===== src/rtl/core/tpl_pkg.sv =====
package tpl_pkg;

  // Defaults for the top-level parameters
  localparam int MAX_TRIANGLES_DEF = 256;
  localparam int COORD_BITS_DEF    = 16;

  // Width of every coordinate port and of the bound registers
  localparam int FIELD_BITS = 16;

  // Depth of the request queue between front and back
  localparam int QUEUE_DEPTH = 2;

  // Input opcodes
  localparam logic [1:0] OP_LOAD   = 2'd0;
  localparam logic [1:0] OP_CLEAR  = 2'd1;
  localparam logic [1:0] OP_LOCATE = 2'd2;

  // Result status codes
  localparam logic [1:0] ST_FOUND = 2'd0;
  localparam logic [1:0] ST_OOB   = 2'd1;
  localparam logic [1:0] ST_NONE  = 2'd2;

  // Configuration register indexes (paddr[2])
  localparam logic REG_BOUND_W = 1'b0;
  localparam logic REG_BOUND_H = 1'b1;

  // Request kinds after classification in the front
  typedef enum logic [1:0] {
    CMD_LOAD,
    CMD_CLEAR,
    CMD_LOCATE,
    CMD_OOB
  } cmd_kind_t;

  // One queued request; a locate carries its point in coord[0] and coord[1]
  typedef struct packed {
    cmd_kind_t                   kind;
    logic [5:0][FIELD_BITS-1:0]  coord;
  } cmd_t;

  // Queue status seen by front and back
  typedef struct packed {
    logic full;
    logic empty;
  } queue_status_t;

endpackage


===== src/rtl/core/tpl_front.sv =====
module tpl_front
  import tpl_pkg::*;
#(
  parameter int COORD_BITS = COORD_BITS_DEF
) (
  input  logic                  clk,
  input  logic                  rst,
  input  logic                  start,
  input  logic [1:0]            op,
  input  logic [FIELD_BITS-1:0] vert_a_x,
  input  logic [FIELD_BITS-1:0] vert_a_y,
  input  logic [FIELD_BITS-1:0] vert_b_x,
  input  logic [FIELD_BITS-1:0] vert_b_y,
  input  logic [FIELD_BITS-1:0] vert_c_x,
  input  logic [FIELD_BITS-1:0] vert_c_y,
  input  logic [FIELD_BITS-1:0] query_x,
  input  logic [FIELD_BITS-1:0] query_y,
  input  queue_status_t         q_stat,
  output logic                  busy,
  output logic                  push,
  output cmd_t                  push_cmd,
  input  logic                  psel,
  input  logic                  penable,
  input  logic                  pwrite,
  input  logic [2:0]            paddr,
  input  logic [31:0]           pwdata,
  output logic [31:0]           prdata,
  output logic                  pready
);

  localparam int CW = (COORD_BITS < FIELD_BITS) ? COORD_BITS : FIELD_BITS;

  logic [FIELD_BITS-1:0] bound_width;
  logic [FIELD_BITS-1:0] bound_height;
  logic                  cfg_wr;
  logic                  accept;
  logic [FIELD_BITS-1:0] qx;
  logic [FIELD_BITS-1:0] qy;
  logic                  oob;

  // Configuration registers
  assign pready = 1'b1;
  assign cfg_wr = psel && penable && pwrite && pready;

  always_ff @(posedge clk) begin
    if (rst) begin
      bound_width  <= '1;
      bound_height <= '1;
    end else if (cfg_wr) begin
      unique case (paddr[2])
        REG_BOUND_W: bound_width  <= pwdata[FIELD_BITS-1:0];
        REG_BOUND_H: bound_height <= pwdata[FIELD_BITS-1:0];
        default:     ;
      endcase
    end
  end

  always_comb begin
    unique case (paddr[2])
      REG_BOUND_W: prdata = 32'(bound_width);
      REG_BOUND_H: prdata = 32'(bound_height);
      default:     prdata = '0;
    endcase
  end

  // Accept while the queue has room
  assign busy   = q_stat.full;
  assign accept = start && !busy;

  // Reduce coordinates to the working width
  assign qx  = FIELD_BITS'(query_x[CW-1:0]);
  assign qy  = FIELD_BITS'(query_y[CW-1:0]);
  assign oob = (qx > bound_width) || (qy > bound_height);

  // Classify the request; an unused opcode is dropped
  always_comb begin
    push_cmd.coord[0] = FIELD_BITS'(vert_a_x[CW-1:0]);
    push_cmd.coord[1] = FIELD_BITS'(vert_a_y[CW-1:0]);
    push_cmd.coord[2] = FIELD_BITS'(vert_b_x[CW-1:0]);
    push_cmd.coord[3] = FIELD_BITS'(vert_b_y[CW-1:0]);
    push_cmd.coord[4] = FIELD_BITS'(vert_c_x[CW-1:0]);
    push_cmd.coord[5] = FIELD_BITS'(vert_c_y[CW-1:0]);
    push_cmd.kind     = CMD_LOAD;
    push              = 1'b0;
    unique case (op)
      OP_LOAD: begin
        push_cmd.kind = CMD_LOAD;
        push          = accept;
      end
      OP_CLEAR: begin
        push_cmd.kind = CMD_CLEAR;
        push          = accept;
      end
      OP_LOCATE: begin
        push_cmd.coord[0] = qx;
        push_cmd.coord[1] = qy;
        push_cmd.kind     = oob ? CMD_OOB : CMD_LOCATE;
        push              = accept;
      end
      default: ;
    endcase
  end

endmodule


===== config.mk =====
export PLATFORM = sky130hd
export DESIGN_NAME = tpl_front
export DESIGN_NICKNAME = d
export VERILOG_FILES = /design/src/rtl/core/tpl_pkg.sv /design/src/rtl/core/tpl_front.sv
export SDC_FILE = /design/constraint.sdc
export NUM_CORES = 1
export LEC_CHECK = 0
export ABC_CLOCK_PERIOD_IN_PS = 1900
export BUFFER_PORTS_ARGS = -buffer_cell sky130_fd_sc_hd__buf_2
export CAP_MARGIN = 5
export CORE_AREA = 5 5 116 118
export CTS_CLUSTER_DIAMETER = 30
export DETAILED_ROUTE_END_ITERATION = 10
export DIE_AREA = 0 0 121 123
export SETUP_SLACK_MARGIN = 0.02
export SYNTH_ARGS = -nofsm -noshare
export SYNTH_HDL_FRONTEND = slang
export SYNTH_SLANG_ARGS = --single-unit

===== constraint.sdc =====
create_clock -name clk -period 1.9 [get_ports clk]
set_input_delay 0.285 -clock clk [delete_from_list [all_inputs] [get_ports clk]]
set_output_delay 0.285 -clock clk [all_outputs]
set_load 0.005 [all_outputs]

# == After elaboration in Yosys (flattened, before gate mapping) ==
# Index checks and enable logic that the tools add are counted.
# op_classes
magnitude_cmp,2
n_reduce_logical,9
n_bitwise,1
eq_ne,2
mux,5
# op_table
op,n
case mux 32 bit (2 select lines),1
> comparator 16 bit,2
two-way mux 32 bit,1
case mux 2 bit (2 select lines),1
AND reduction 2 bit,2
logical AND 1 bit,3
OR reduction 3 bit,1
"equality test 2 x 1 -> 1 bit, second input constant",1
"equality test 2 bit, second input constant",1
logical NOT 2 bit,1
two-way mux 1 bit,2
logical NOT 1 bit,1
logical OR 1 bit,1
inverter 1 bit,1
# word_totals
elab_cells,21
input_bits,173
register_bits,32

# == Longest topological paths before layout ==
# logic_depth
depth_word,4
mapped_depth,7
depth_no_buf,7

# == Worst setup path after synthesis ==
# OpenSTA, ideal clock, no wires.
# synth_path
path_type,register to output
from,register bound_width[14]
to,output port push_cmd[96] (netlist name)
arrival_time_ns,1.576
setup_slack_ns,0.039
stages_incl_launch_ff,8
cell_sequence,dfxtp_1 -> inv_1 -> ha_1 -> nand4_1 -> or4_1 -> a21oi_1 -> nor2_1 -> o2bb2ai_2
# synth_rtl
element,line,source
"start, declared",tpl_front.sv:33,logic [FIELD_BITS-1:0] bound_width;
"start signal, assigned",tpl_front.sv:51,REG_BOUND_W: bound_width <= pwdata[FIELD_BITS-1:0];
"end, declared",tpl_front.sv:21,"output cmd_t push_cmd,"

==> impl_metrics.toml <==
[synth]
syn_avg_cell_area_um2 = 8.01
synth_top_area_frac = 0.206
synth_edf_count = 0
async_reset_ff_frac = 0
ys_warn_count = 0
synthTopCellsByCount = "buf_4 (82), nand2_1 (48), inv_1 (38)"
yosysTopAreaCell = "dfxtp_1"
ys.flop_type = "dfxtp_1"
ys_top_cells_by_area = "dfxtp_1 (21%), buf_4 (20%), ha_1 (14%)"
ys_seq_area_frac = 0.206
syn_inst = 388
yosysMostFrequentCell = "buf_4"
ys_types = 29
ys_ff_latch = 32
netlist_area_um2 = 3110

[die]
dieArea_um2 = 14900
die_w_um = 121
start_util = 0.251
fp-row-count = 41
die_height_um = 123
core_um2 = 12400
io_pins = 306

[timing]
rsz0062_at_grt = "true"
setup-tns-final_ns = -0.437
period_minus_slack_ns = 2.34
whs_ns = 0.225
max_slew_margin = 0.641
maxSlewViolCount = 0
fin_worst_skew_ns = 0
setup_viol = 1
layout_setup_ws_ns = -0.437
fin_crit_sh = 1.23
hold_viol_final = 0
tightest_slew_ns = 0.539
clock.fmax_mhz = 428

[placed_design]
post-place-ws_ns = -0.401
dp_hpwl_mm = 8.72
gp_routability_congestion = 0.721
place_inst = 664
io_buffer_count = 141
placed_cell_area_um2 = 3770

[clock_network]
h-tree-depth = 2
cts.reportedPaths.clkPinSlew_ns = 0.05
cts.path.max_buffers = 2
cts_tree = "built"
numCtsBuffers = 5
postCtsHoldBufs = 0
cts_sinks = 32
clock_latency_ns = 0.28
cts-root-buf = "clkbuf_16"

[global_routing]
grt_pass1_wl_mm = 15.5
grt_pass1_vias = 3009
grt_usage = 0.133
overflow = 0
grt_max_degree = 34
antenna_found_initial = 0

[finish]
final_cell_area_um2 = 4170
fill_cells = 1338
drive_gt1_frac = 0.547
stdcell_count = 675
utilization = 0.338
area_growth_pct = 34.2
final_nets = 710
diodes = 0

[setup_path]
path_delay_family = "simple AND/OR/NAND/NOR gates"
crit_required_ns = 1.62
crit_start = "bound_width[12]"
cpPeakStageDelay_ns = 0.56
timing.rr.start = "bound_width[13]"
path_cells = "inv_2, ha_4, nand4_1, or4_4, a21oi_2, nor2_2, o2bb2ai_4, buf_6"
cp_max_fo = 2
arrival_ns = 2.05
crit_path_end_kind = "output pin"
cp-start-kind = "flip-flop"
worstSetupPathType = "reg -> out"
cp_slowest_cell = "or4_4"
cp_num_buf_inv = 2

[routing]
post-route-drc-count = 0
drt-initial-drc-count = 118
routed_wl_mm = 10.4
routedWlPerCell_um = 15.4
via_count = 2920
drtAntennaViolNets = 0
via_per_inst = 4.33
drt-pass1-iter-count = 4

[run]
drv_cap = 0

[pwr]
power_mw = 2.09
cellPowerDensity_nw_per_um2 = 502
irDropWorstVdd_uv = 286
cellLeakagePower_nw = 2.12

[outcome]
violations = "negative setup slack"
status = "finished with violations"

[min_path]
hp-start = "pwdata[12]"
hold_class = "in -> reg"
logic make-up (layout without fill, tap and decap cells):
family	after synthesis	after routing	synth area share
DFF	32	32	0.206
and+or+nand+nor	76	76	0.106
muxes	34	34	0.123
other	2	17	0.00242
AOI/OAI and AO/OA	72	72	0.155
buffers and inverters	137	237	0.267
adders and majority gates	35	35	0.141
worst paths after layout:
| check | depth (start not counted) | to | slack [ns] |
|---|---|---|---|
| setup / recovery | 8 | push_cmd[96] | -0.44 |
| hold / removal | 2 | bound_width[12] | 0.22 |
| setup reg to reg | 5 | bound_width[13] | 0.91 |
| hold reg to reg | 2 | bound_height[14] | 0.52 |
what timing repair did:
item,CTS,global route
hold endpoints to repair,0,0
pin swaps,12,4
resized for setup,35,12
endpoints found under the setup margin,1,1
buffers inserted,4,0
report_power, final:
| group | switching (mW) | total, mW | internal (mW) |
|---|---|---|---|
| Clock | 0.274 | 0.795 | 0.521 |
| Combinational | 0.281 | 0.591 | 0.309 |
| Sequential | 0.0101 | 0.707 | 0.697 |
| Total | 0.565 | 2.09 | 1.53 |
per-layer routing:
metal  part of all wire  up-vias  routed length [um]  track usage
li1                   -     1458                   -            -
met1               0.40     1300                4110        0.155
met2               0.48      135                5010        0.231
met3              0.085       27                 888       0.0279
met4              0.036        0                 376       0.0673
met5                  0        -                   0            0
layout make-up:
class                           instances  area (um^2)  area share
Timing Repair Buffer                  190         1090       0.262
Multi-Input combinational cell        234         1920       0.460
Inverter                               39          146      0.0351
Tap cell                              172          215      0.0516
Sequential cell                        32          654       0.157
Clock buffer                            8          146      0.0351
worst register-to-register path, cell delays in order, from the launching register on:
cell and delay [ns]:
dfxtp_2 0.31, inv_2 0.07, buf_4 0.10, buf_4 0.09, nor2_1 0.03, a211o_1 0.27
sequential cells by signal, summed over array words and instances, names as in the netlist:
name,count
bound_height,16
bound_width,16
cells in the final DEF, fill, tap and decap left out, drive strengths merged, types with 2 or more instances in the layout:
| master | count |
|---|---|
| a211o | 6 |
| a21oi | 14 |
| buf | 190 |
| clkbuf | 8 |
| conb | 17 |
| dfxtp | 32 |
| ha | 35 |
| inv | 38 |
| mux2 | 33 |
| nand2 | 48 |
| nand3 | 5 |
| nand4 | 6 |
| nor2 | 10 |
| nor2b | 2 |
| nor4 | 2 |
| o211ai | 28 |
| o21ai | 18 |
(Power assumes the default switching activity.)
