### src/rtl/core/tpl_pkg.sv
package tpl_pkg;

  // Defaults for the top-level parameters
  localparam int MAX_TRIANGLES_DEF = 256;
  localparam int COORD_BITS_DEF    = 16;

  // Width of every coordinate port and of the bound registers
  localparam int FIELD_BITS = 16;

  // Depth of the request queue between front and back
  localparam int QUEUE_DEPTH = 2;

  // Input opcodes
  localparam logic [1:0] OP_LOAD   = 2'd0;
  localparam logic [1:0] OP_CLEAR  = 2'd1;
  localparam logic [1:0] OP_LOCATE = 2'd2;

  // Result status codes
  localparam logic [1:0] ST_FOUND = 2'd0;
  localparam logic [1:0] ST_OOB   = 2'd1;
  localparam logic [1:0] ST_NONE  = 2'd2;

  // Configuration register indexes (paddr[2])
  localparam logic REG_BOUND_W = 1'b0;
  localparam logic REG_BOUND_H = 1'b1;

  // Request kinds after classification in the front
  typedef enum logic [1:0] {
    CMD_LOAD,
    CMD_CLEAR,
    CMD_LOCATE,
    CMD_OOB
  } cmd_kind_t;

  // One queued request; a locate carries its point in coord[0] and coord[1]
  typedef struct packed {
    cmd_kind_t                   kind;
    logic [5:0][FIELD_BITS-1:0]  coord;
  } cmd_t;

  // Queue status seen by front and back
  typedef struct packed {
    logic full;
    logic empty;
  } queue_status_t;

endpackage

### src/rtl/core/tpl_queue.sv
module tpl_queue
  import tpl_pkg::*;
(
  input  logic          clk,
  input  logic          rst,
  input  logic          push,
  input  cmd_t          push_cmd,
  input  logic          pop,
  output cmd_t          pop_cmd,
  output queue_status_t q_stat
);

  localparam int PTR_W = (QUEUE_DEPTH > 1) ? $clog2(QUEUE_DEPTH) : 1;
  localparam int CNT_W = $clog2(QUEUE_DEPTH + 1);

  cmd_t             slots [QUEUE_DEPTH];
  logic [PTR_W-1:0] wr_ptr;
  logic [PTR_W-1:0] rd_ptr;
  logic [CNT_W-1:0] fill;

  assign q_stat.full  = (fill == CNT_W'(QUEUE_DEPTH));
  assign q_stat.empty = (fill == '0);
  assign pop_cmd      = slots[rd_ptr];

  // Store the incoming request
  always_ff @(posedge clk) begin
    if (push) begin
      slots[wr_ptr] <= push_cmd;
    end
  end

  // Advance pointers and fill level
  always_ff @(posedge clk) begin
    if (rst) begin
      wr_ptr <= '0;
      rd_ptr <= '0;
      fill   <= '0;
    end else begin
      if (push) begin
        wr_ptr <= (wr_ptr == PTR_W'(QUEUE_DEPTH - 1)) ? '0 : wr_ptr + PTR_W'(1);
      end
      if (pop) begin
        rd_ptr <= (rd_ptr == PTR_W'(QUEUE_DEPTH - 1)) ? '0 : rd_ptr + PTR_W'(1);
      end
      unique case ({push, pop})
        2'b10:   fill <= fill + CNT_W'(1);
        2'b01:   fill <= fill - CNT_W'(1);
        default: ;
      endcase
    end
  end

endmodule

### config.mk
export PLATFORM = sky130hd
export DESIGN_NAME = tpl_queue
export DESIGN_NICKNAME = d
export VERILOG_FILES = /design/src/rtl/core/tpl_pkg.sv /design/src/rtl/core/tpl_queue.sv
export SDC_FILE = /design/constraint.sdc
export NUM_CORES = 1
export LEC_CHECK = 0
export ABC_AREA = 1
export BUFFER_PORTS_ARGS = -buffer_cell sky130_fd_sc_hd__buf_2
export CAP_MARGIN = 10
export CORE_MARGIN = 5
export CORE_UTILIZATION = 47
export DETAILED_ROUTE_END_ITERATION = 12
export GPL_ROUTABILITY_DRIVEN = 1
export PLACE_DENSITY_LB_ADDON = 0.2
export SETUP_SLACK_MARGIN = 0.4
export SLEW_MARGIN = 30
export SYNTH_ARGS = -nofsm -noshare
export SYNTH_HDL_FRONTEND = slang
export SYNTH_SLANG_ARGS = --single-unit
### constraint.sdc
create_clock -name clk -period 4.85 [get_ports clk]
set_clock_uncertainty 0.15 [all_clocks]
set_input_delay 0.2425 -clock clk [delete_from_list [all_inputs] [get_ports clk]]
set_output_delay 0.2425 -clock clk [all_outputs]
set_load 0.05 [all_outputs]
=== Yosys cells after proc, flatten, opt, wreduce, memory -nomap -nowiden ===
Memory sizes are Yosys's and may differ from the RTL's. A register that Yosys moved wholly into a read port is not among the register bits.
Cells that the tools add are included.
W data, S select, Z words.

* Add/sub/neg operators: 4
* Equal/unequal tests: 3
* Muxes and demuxes: 7
* Reductions and logical operators: 2

{| class="wikitable"
|+ Operators by type and width
! operator !! number
|-
| $mux W1 || 6
|-
| $eq A2 B2 Y1 const B || 2
|-
| $pmux W2 S2 || 1
|-
| $add A1 B1 Y1 const B || 2
|-
| $add A2 B1 Y2 const B || 1
|-
| $eq A2 B1 Y1 const B || 1
|-
| $logic_not A2 Y1 || 1
|-
| $reduce_bool A2 Y1 || 1
|-
| $sub A2 B1 Y2 const B || 1
|}

* Register bits after elaboration: 4
* Memory bits (writable): 196
* Bits of input ports: 102
* Output and inout port bits: 100
* Logic and storage cells: 20
* Memories kept: 1

{| class="wikitable"
|+ Memory list
! name !! depth !! bits a word !! read ports !! clocked after memory_dff !! wr ports !! RTL line !! RTL
|-
| slots || 2 || 98 || 1 || 1 || 1 || tpl_queue.sv:16 || <nowiki>cmd_t slots [QUEUE_DEPTH];</nowiki>
|}

=== Logic depth before layout (Yosys ltp) ===
Gate-level depths: netlist of the first run.

* Depth after elaboration: 4
* Gate-level depth with buffers: 7
* Mapped depth without buffers: 7

=== Worst setup path before layout of the first run ===
OpenSTA, ideal clock, no wires.

* Kind: input to register
* Start: input push
* End: memory slots[0][0] (netlist name) (enable)
* Library setup time: 0.558 ns
* Arrival time: 4.407 ns
* Required time: 4.142 ns
* Slack: -0.266 ns
* Stages: 2
* Buffers on the path: 0
* Cells stage by stage: inv_1 > nor2_1

* Word-level cells in the longest chain between the ends: 2

{| class="wikitable"
|+ Ends and longest elaborated chain
! what !! RTL line !! RTL
|-
| start: declaration || tpl_queue.sv:6 || <nowiki>input logic push,</nowiki>
|-
| $mux W1 || tpl_queue.sv:27 || <nowiki>if (push) begin</nowiki>
|-
| $mux W1 (implied by the code) || tpl_queue.sv:28 || <nowiki>slots[wr_ptr] <= push_cmd;</nowiki>
|-
| end: declaration || tpl_queue.sv:16 ||
|}

Every way passes these cells.

==> results.md, run 1 <==
- Layout cells sized above 1: 49.40%
- CTS root buf: clkbuf_16
- Reg clk slew, reported paths: 0.06 ns
- Die Ht: between 100 and 150 microns
- PortBufs: between 200 and 250
- Initial core utilization: between 40% and 50%
- XOR/XNOR Fraction of Synth Area: less than 1%
- Final Hold Viols: 0
- # rows: 45
- Fin crit share: 58.90%
- Synth Cell Area: 7370 sq um
- Mean Syn Cell Area: 21.80 sq um
- DR iter-0 viols: 206
- Final-report max-slew violation count: 0
- Placer congestion estimate: 0.7408
- Status: completed
- Final Setup Violations: 0
- Power per Cell Area: roughly 410 nW/um^2
- Compound-gate portion of the synthesized area: 0.1358%
- Routed vias: 4137
- FF-to-FF Start: wr_ptr$_SDFFE_PP0P_
- Grt ovf: 0
- Core area: 15310 sq um
- Area growth from synthesis to layout: 39.29%
- Clk sinks: 201
- Number of global-route vias before repair: 4507
- Leading cell type in the layout, fill and taps excluded: buf_2
- Die area: 18280 sq um
- Synth Warn #: 0
- R2R Setup Slk: ~2.6 ns
- RSZ-0062 raised after global routing: no
- Worst reg2reg path endpoint: slots[1][90]$_DFFE_PP_
- Latest clock arrival within the worst-skew pair: about 0.47 ns
- Reg2reg path depth: 3
- # DRC: 0
- Post-route setup TNS: 0 ns
- Hpwl dp: 9187 microns
- Pleak: 3.949 nW
- Post-place instance area: 8616 sq um
- First-pass GRT wire length: approximately 23000 microns
- Vias per cell: 4.706
- # fillers: roughly 1000
- Synth Instances: 338
- Post-CTS sizing: 0
- Critical path type: register to output port
- Drt first pass iters: 4
- Fin nets: 760
- Worst EP arrival: around 2.5 ns
- Sequential area share after synthesis: between 80 and 90%
- TritonCTS clock tree: yes
- Number of synthesized register bits: between 200 and 250
- Final instance area: 10260 sq um
- Crit path required time: around 4.5 ns
- Most frequent cells in the layout: 201 x buf_2, 196 x edfxtp_1, 102 x dlygate4sd3_1
- Simple-Gate Fraction of Synth Area: 0.9168%
- Worst slew pin tran: between 0.8 and 0.9 ns
- Hold Crit Class: input port to register
- Hold Crit Endpoint: slots[1][88]$_DFFE_PP_
- Slew headroom: 41.18%
- Flip-flop and latch area: 5989 sq um
- Routed WL: 14880 microns
- Multi-input logic area: 1285 sq um
- CP Capture Type: output port
- Synth Net Count: 441
- # IOs: 202
- Min-delay src: push_cmd[88]
- Longest Clk Path Bufs: 3
- Min-Delay Path Depth: 2
- Initial antenna violation count: 0
- Tot GR Track Use: 15.83%
- Largest net degree at the start of global routing: 79
- Multiplexer area fraction after synthesis: 15.99%
- Post-synthesis adder-cell area fraction: less than 1%
- Antenna Nets Post-Route: 0
- Die X: approximately 140 microns
- Post-layout min period: 2.857 ns
- Max-Cap Viols: 0
- WL/cell: 16.93 microns
- Worst ir drop on vdd: 0.0003457 V
- Netlist cell types: 15
- N_diodes: 0
- Largest family of logic cells by synthesized area: multiplexers
- Cts bufs inserted: 21
- Crit start category: register
- H-tree levels: 1
- Max Fclk: 0.3501 GHz
- CP max FO: 62
==> metrics by stage <==
stage	total power [mW]	std cells	hold slack [ns]	worst slack (ns)	util, %
6_report	4.238	879	0.3381	1.993	67.03
5_1_grt	4.408	879	0.3344	1.848	67.03
4_1_cts	4.287	879	0.3147	1.920	67.03
3_5_place_dp	2.740	743	0.2837	2.423	56.26
3_3_place_gp	2.726	743	0.2799	2.474	56.26
2_1_floorplan	2.577	338	0.1649	1.378	-
==> worst max-delay path, cell delays in order, from the launching register on <==
cell     delay [ns]
dfxtp_4        0.93
buf_4          0.44
mux2_2         0.38
buf_2          0.21
==> registers in the layout, summed over array words and instances, names as in the netlist, named ones only <==
register	flops
slots	196
fill	2
rd_ptr	1
wr_ptr	1
==> cells by family (layout without fill, tap and decap cells) <==
kind of cell,after synthesis,in the layout
XOR/XNOR,1,1
multiplexers,98,98
adder cells (fa/ha/maj),1,1
flip-flops,201,201
AND/OR/NAND/NOR,17,17
AO/OA/AOI/OAI,2,2
buffers and inverters,18,348
==> per-layer routing <==
| metal | vias to the layer above | global-route usage [%] | wire (microns) |
|---|---|---|---|
| li1 | 1959 | - | - |
| met1 | 1993 | 18.67 | 5862 |
| met2 | 156 | 27.82 | 7418 |
| met3 | 29 | 5.423 | 1296 |
| met4 | 0 | 4.087 | 303 |
| met5 | - | 0 | 0 |
==> timing repair <==
item,CTS,global route
buffers inserted,0,0
hold buffers,102,0
hold endpoints to repair,201,0
==> cells in the mapped netlist (all sizes together) <==
cell type	instances	area, sq um
edfxtp	196	5886
a21oi	1	5.000
ha	1	12.51
nor2	10	37.54
inv	7	26.28
nor3	1	5.000
dfxtp	5	100.1
nand4	1	6.260
nand2	5	18.77
buf	11	80.07
o21ai	1	5.000
mux2	98	1179
xnor2	1	8.760
==> power by group <==
| part | switching, mW | leakage (nW) | internal, mW |
|---|---|---|---|
| Sequential | 0.0430 | 1.88 | 2.01 |
| Combinational | 0.466 | 1.76 | 0.245 |
| Clock | 0.576 | 0.304 | 0.896 |
==> layout make-up <==
type | count | share of cell area, %
multi-input combinational | 119 | 12.52
inverter | 7 | 0.2804
tap | 211 | 2.572
timing repair buffer | 307 | 20.16
clock buffer | 28 | 5.375
sequential | 201 | 58.35
clock inverter | 6 | 0.7435
==> worst max-delay path by stage <==
stage | depth (start not counted) | end | from
final | 3 | pop_cmd[89] | register
after CTS | 3 | pop_cmd[25] | register
after global placement | 3 | pop_cmd[28] | register
after floorplan | 1 | slots[0][0]$_DFFE_PP_ | wr_ptr$_SDFFE_PP0P_
after detailed placement | 3 | pop_cmd[0] | register
after global routing | 3 | pop_cmd[82] | register
Power figures use the tool's default switching activity.
==> inputs of run 2 (changes only) <==
--- a/config.mk
+++ b/config.mk
@@ -5,11 +5,11 @@
 export SDC_FILE = /design/constraint.sdc
 export NUM_CORES = 1
 export LEC_CHECK = 0
-export ABC_AREA = 1
+export ABC_AREA = 0
 export BUFFER_PORTS_ARGS = -buffer_cell sky130_fd_sc_hd__buf_2
 export CAP_MARGIN = 10
 export CORE_MARGIN = 5
-export CORE_UTILIZATION = 47
+export CORE_UTILIZATION = 50
 export DETAILED_ROUTE_END_ITERATION = 12
 export GPL_ROUTABILITY_DRIVEN = 1
 export PLACE_DENSITY_LB_ADDON = 0.2
==> constraint.sdc (replaced) <==
create_clock -name clk -period 2.95 [get_ports clk]
set_clock_uncertainty 0.15 [all_clocks]
set_input_delay 0.1475 -clock clk [delete_from_list [all_inputs] [get_ports clk]]
set_output_delay 0.1475 -clock clk [all_outputs]
set_load 0.05 [all_outputs]
==> results.md, run 2 <==
- CP Capture Type: output port
- Sequential power share: 49.3%
- N_diodes: 0
- Final Setup Violations: 0
- Cts bufs inserted: 20
- Worst ir drop on vdd: 0.0005769 V
- Routed WL: 15390 microns
- Hold Crit Class: input port to register
- Clk sinks: 201
- Reg clk slew, reported paths: 0.06 ns
- Worst path top cell family by delay: flip-flops
- Power per Cell Area: 680.7 nW/um^2
- # DRC: 0
- Async SR Flop Fraction: 0%
- First-pass GRT wire length: around 23000 microns
- CTS root buf: clkbuf_16
- TritonCTS clock tree: yes
- Reg2reg path depth: 2
- Post-CTS sizing: 0
- FF-to-FF Start: wr_ptr$_SDFFE_PP0P_
- Final Hold Viols: 0
- Top FF cell, synth: edfxtp_1
- Max Fclk: 0.4151 GHz
- Max stage delay on crit path: approximately 0.66 ns
- Largest area contributor in the netlist: edfxtp_1
- Hpwl dp: around 9400 microns
- PortBufs: 201
- RSZ-0062 raised after global routing: no
- Core area: 14420 sq um
- DR iter-0 viols: 160
- Post-route setup TNS: 0 ns
- Fin crit share: 81.66%
- Synth Cell Area: approximately 7300 sq um
- Pwr Total: ~6.9 mW
- Final instance area: 10120 sq um
- CP Cell Sequence: buf_4 -> mux2_2 -> buf_2
- Routed vias: 4116
- Fin nets: 750
- WL/cell: ~18 microns
- # IOs: just over 200
- WHS: about 0.24 ns
- Hold Crit Endpoint: slots[0][2]$_DFFE_PP_
- Initial antenna violation count: 0
- Drt first pass iters: 4
- Placer congestion estimate: approximately 0.74
- # rows: 44
- Bufs and invs on worst path: 2
- Pleak: 3.839 nW
- Crit start category: register
- Internal Power: 5.032 mW
- Synth Net Count: 430
- Post-layout min period: 2.409 ns
- Grt ovf: 0
- Die X: 130.6 microns
- Comb pwr share: 18.1%
- Main area contributors after synthesis: edfxtp_1 81%, mux2_2 15%, dfxtp_1 1.4%, buf_6 0.62%, buf_2 0.48%
- Tot GR Track Use: 17.59%
- Vias per cell: 4.883
- Post-CTS Setup Inserts: 0
- Worst EP arrival: between 2 and 2.5 ns
- Number of synthesized register bits: 201
- H-tree levels: 1
- Longest Clk Path Bufs: 3
- Max-Cap Viols: 0
- Cell with the most instances after synthesis: edfxtp_1
- Number of global-route vias before repair: 4557
- Largest net degree at the start of global routing: 53
- Share of the synthesized area in the top cell type: 80.91%
- R2R Setup Slk: 1.20 ns
- Sequential area share after synthesis: 82.28%
- Latest clock arrival within the worst-skew pair: 0.47 ns
- Area growth from synthesis to layout: 39.10%
- NetSw: about 1.9 mW
- Critical path depth: 3
- Synth Instances: 327
- Die Ht: 130.6 microns
- Clock power frac: around a third
- Die area: 17060 sq um
- Crit path required time: ~2.7 ns
- Crit-path slowest cell: dfxtp_4
- EDFF count, synth: 196
- Slew headroom: 53.13%
- Layout cells sized above 1: between 50% and 60%
- Worst slew pin tran: roughly 0.7 ns
- Min-Delay Path Depth: 2
- Most frequent cells in the layout: 201 x buf_2, 196 x edfxtp_1, 102 x dlygate4sd3_1
- Synth top cells by count: 196 x edfxtp_1, 96 x mux2_2, 7 x buf_2, 6 x nor2_1, 5 x dfxtp_1
- Max FFs per register: 196
- Final WS setup: 0.5410 ns
- Sw Ratio: 26.94%
- Leading cell type in the layout, fill and taps excluded: buf_2
- Pre-CTS WS: 1.004 ns
- Hold Buf Count CTS: 102
- Critical path type: register to output port
- Most flop-heavy register: slots
- Largest registers: slots x196, fill x2
- CP max FO: 35
- Worst reg2reg path endpoint: slots[1][38]$_DFFE_PP_
- Netlist cell types: 16
- Status: completed
- Post-place instance area: 8514 sq um
- # fillers: 948
- Synth Warn #: 0
- Min-delay src: push_cmd[2]
- Antenna Nets Post-Route: 0
- Mean Syn Cell Area: 22.25 sq um
- Final-report max-slew violation count: 0
- Initial core utilization: 50.43%
-- run 2: area by class of cell --
| class | instances | area, sq um | area share [%] |
|---|---|---|---|
| clock buffers | 25 | 540.5 | 5.342 |
| repair buffers | 309 | 2097 | 20.72 |
| inverters | 1 | 3.754 | 0.03710 |
| well taps | 184 | 230.2 | 2.275 |
| flip-flops and latches | 201 | 5989 | 59.19 |
| multi-input cells | 114 | 1215 | 12.01 |
| clock inverters | 9 | 42.54 | 0.4204 |
-- run 2: metal layers --
metal / track usage, % / wire, microns / vias to the layer above
met1: 20.30 / 5833 / 2000
met4: 4.114 / 235 / 0
met3: 5.894 / 1492 / 24
li1: - / - / 1929
met5: 0 / 0 / -
met2: 31.79 / 7833 / 163
-- run 2: worst max-delay path by stage --
stage	from	to	slack, ns
floorplan	wr_ptr$_SDFFE_PP0P_	slots[0][0]$_DFFE_PP_	0.58
finish	register	pop_cmd[55]	0.54
detailed placement	register	pop_cmd[19]	1.00
global route	register	pop_cmd[19]	0.43
global placement	register	pop_cmd[19]	1.04
CTS	register	pop_cmd[19]	0.49
-- run 2: power groups by stage --
stage | combinational (mW) | clock, mW | sequential (mW)
after floorplan | 0.868 | 0 | 3.42
after global placement | 1.13 | 0 | 3.45
after detailed placement | 1.14 | 0 | 3.46
after CTS | 1.25 | 2.30 | 3.40
after global routing | 1.31 | 2.42 | 3.41
final | 1.25 | 2.24 | 3.40
-- run 2: through the flow --
step / util (%) / instances
floorplan: - / 327
global placement: 59.03 / 707
detailed placement: 59.03 / 707
CTS: 70.15 / 843
global route: 70.15 / 843
finish: 70.15 / 843
-- run 2: cells by family (layout without fill, tap and decap cells) --
logic type	after synthesis	count (layout)	synth area share, %
multiplexers	98	98	15.17
AO/OA/AOI/OAI	2	2	0.1375
AND/OR/NAND/NOR	9	9	0.6021
adder cells (fa/ha/maj)	1	1	0.1720
flip-flops	201	201	82.28
buffers and inverters	12	344	1.152
XOR/XNOR	4	4	0.4817
==> inputs of run 3 (changes only) <==
--- a/config.mk
+++ b/config.mk
@@ -9,7 +9,7 @@
 export BUFFER_PORTS_ARGS = -buffer_cell sky130_fd_sc_hd__buf_2
 export CAP_MARGIN = 10
 export CORE_MARGIN = 5
-export CORE_UTILIZATION = 50
+export CORE_UTILIZATION = 47
 export DETAILED_ROUTE_END_ITERATION = 12
 export GPL_ROUTABILITY_DRIVEN = 1
 export PLACE_DENSITY_LB_ADDON = 0.2
==> constraint.sdc (replaced) <==
create_clock -name clk -period 2.1 [get_ports clk]
set_clock_uncertainty 0.15 [all_clocks]
set_input_delay 0.105 -clock clk [delete_from_list [all_inputs] [get_ports clk]]
set_output_delay 0.105 -clock clk [all_outputs]
set_load 0.05 [all_outputs]
==> results.md, run 3 (synthesized netlist as in run 2, its figures left out) <==
- Initial core utilization: 47.85%
- Slew headroom: 77.31%
- Max-Cap Viols: 0
- Cts bufs inserted: 21
- Final-report max-slew violation count: 0
- Reg clk slew, reported paths: approximately 0.06 ns
- Wire length on met3: 1488 microns
- DR iter-0 viols: ~240
- Metal-1 WL: 6962 microns
- Die area: roughly 18000 sq um
- Latest clock arrival within the worst-skew pair: 0.47 ns
- Initial antenna violation count: 0
- Max stage delay on crit path: 0.44 ns
- Crit start category: register
- # IOs: about 200
- Placer congestion estimate: 0.6847
- Crit-path slowest cell: dfxtp_4
- Max FFs per register: 196
- Worst slew pin tran: 0.3403 ns
- Most flop-heavy register: slots
- Critical path type: register to output port
- Final Hold Viols: 0
- Core area: 15200 sq um
- Pleak: 4.400 nW
- Routed WL: 18000 microns
- Die Ht: 134.4 microns
- H-tree levels: 1
- # DRC: 0
- Detail Route met2 WL: 9350 microns
- # rows: 45
- Hpwl dp: 8928 microns
- RSZ-0062 raised after global routing: yes
- Clk sinks: roughly 200
- CP Cell Sequence: buf_12 -> clkbuf_16 -> mux2_4 -> buf_8
- Leading cell type in the layout, fill and taps excluded: edfxtp_1
- Largest net degree at the start of global routing: 50
- TritonCTS clock tree: yes
- Post-layout min period: approximately 2.0 ns
- Die X: about 130 microns
- Highest routed layer: met4
- Antenna Nets Post-Route: 0
- Drt first pass iters: 4
- Hold Crit Class: input port to register
- Power per Cell Area: 922.8 nW/um^2
- Fin crit share: 93.99%
- Status: completed
- Most frequent cells in the layout: 196 x edfxtp_1, 143 x buf_2, 101 x dlygate4sd3_1
- Grt ovf: 0
- Longest Clk Path Bufs: 3
- Worst EP arrival: 1.72 ns
- Final instance area: 11250 sq um
- Worst ir drop on vdd: 0.0008216 V
- Crit path required time: ~1.9 ns
- Final Setup Violations: 0
- Max Fclk: 0.5066 GHz
- CTS root buf: clkbuf_16
- Post-place instance area: 8578 sq um
- Tot GR Track Use: between 15 and 20%
- Fin nets: 764
- Layout cells sized above 1: 52.17%
- CP max FO: 5
- Routed vias: 4343
- PortBufs: 201
- Largest registers: slots x196, fill x2
- CP Capture Type: output port
- Vias per cell: 5.062
- Number of global-route vias before repair: 4763
- Area growth from synthesis to layout: 54.63%
- First-pass GRT wire length: 25250 microns
- WL/cell: 20.98 microns
- Core Util, Final: 73.99%
[run 3: cell count changes in the layout (fill, tap and decap cells not counted), moves of 4 or more]
cell	delta
clkbuf_16	+4
buf_12	+5
buf_16	+6
buf_6	+8
mux2_4	+54
buf_8	+51
buf_2	-58
mux2_2	-54
[run 3: path summary, 6_finish.rpt]
path                              from                endpoint  slack [ns]  cells after the start
setup / recovery              register             pop_cmd[54]        0.13                      4
hold / removal                    push  slots[1][58]$_DFFE_PP_        0.06                      2
setup reg to reg   wr_ptr$_SDFFE_PP0P_  slots[1][88]$_DFFE_PP_        0.59                      2
hold reg to reg   fill[1]$_SDFFE_PP0P_    fill[1]$_SDFFE_PP0P_        0.37                      2
[run 3: per-stage QoR]
step	setup WS, ns	hold slack [ns]	TNS, ns	std cells	total power [mW]
floorplan	-0.2293	0.01997	-29.90	327	6.030
global placement	0.4510	0.1427	0	712	6.445
detailed placement	0.4353	0.1462	0	712	6.477
CTS	0.09592	0.04463	0	852	10.22
global route	0.07140	0.05056	0	857	10.77
finish	0.1261	0.06130	0	858	10.38
[run 3: report_power, final]
group | leakage [nW] | total (mW) | internal [mW] | switching [mW]
Combinational | 2.22 | 2.34 | 1.00 | 1.34
Sequential | 1.88 | 4.76 | 4.68 | 0.0790
Clock | 0.298 | 3.28 | 1.93 | 1.36
Total | 4.40 | 10.4 | 7.61 | 2.77
[run 3: layer usage]
metal  GRT usage [%]  vias to the layer above
met2           32.04                      197
met4           4.242                        0
met5               0                        -
met3           5.101                       18
met1           21.00                     2165
li1                -                     1963
[run 3: critical path, delay by kind of cell, from the launching register on]
kind	cells	cell delay, ns
DFF	1	0.44
buffers and inverters	3	0.48
muxes	1	0.32
[run 3: timing repair]
item                                    4_1_cts  5_1_grt
endpoints found under the setup margin       98       98
hold buffers                                101        0
gates resized for setup                     148       86
cloned                                        4        4
endpoints found under the hold margin       201        0
buffers inserted                              4        1
[run 3: layout make-up]
class,instances,area [sq um]
antenna,1,2.502
timing repair buffer,322,3003
clock buffer,24,536.8
multi-input combinational,114,1418
clock inverter,7,58.81
fill,870,3954
inverter,1,3.754
tap,188,235.2
sequential,201,5991
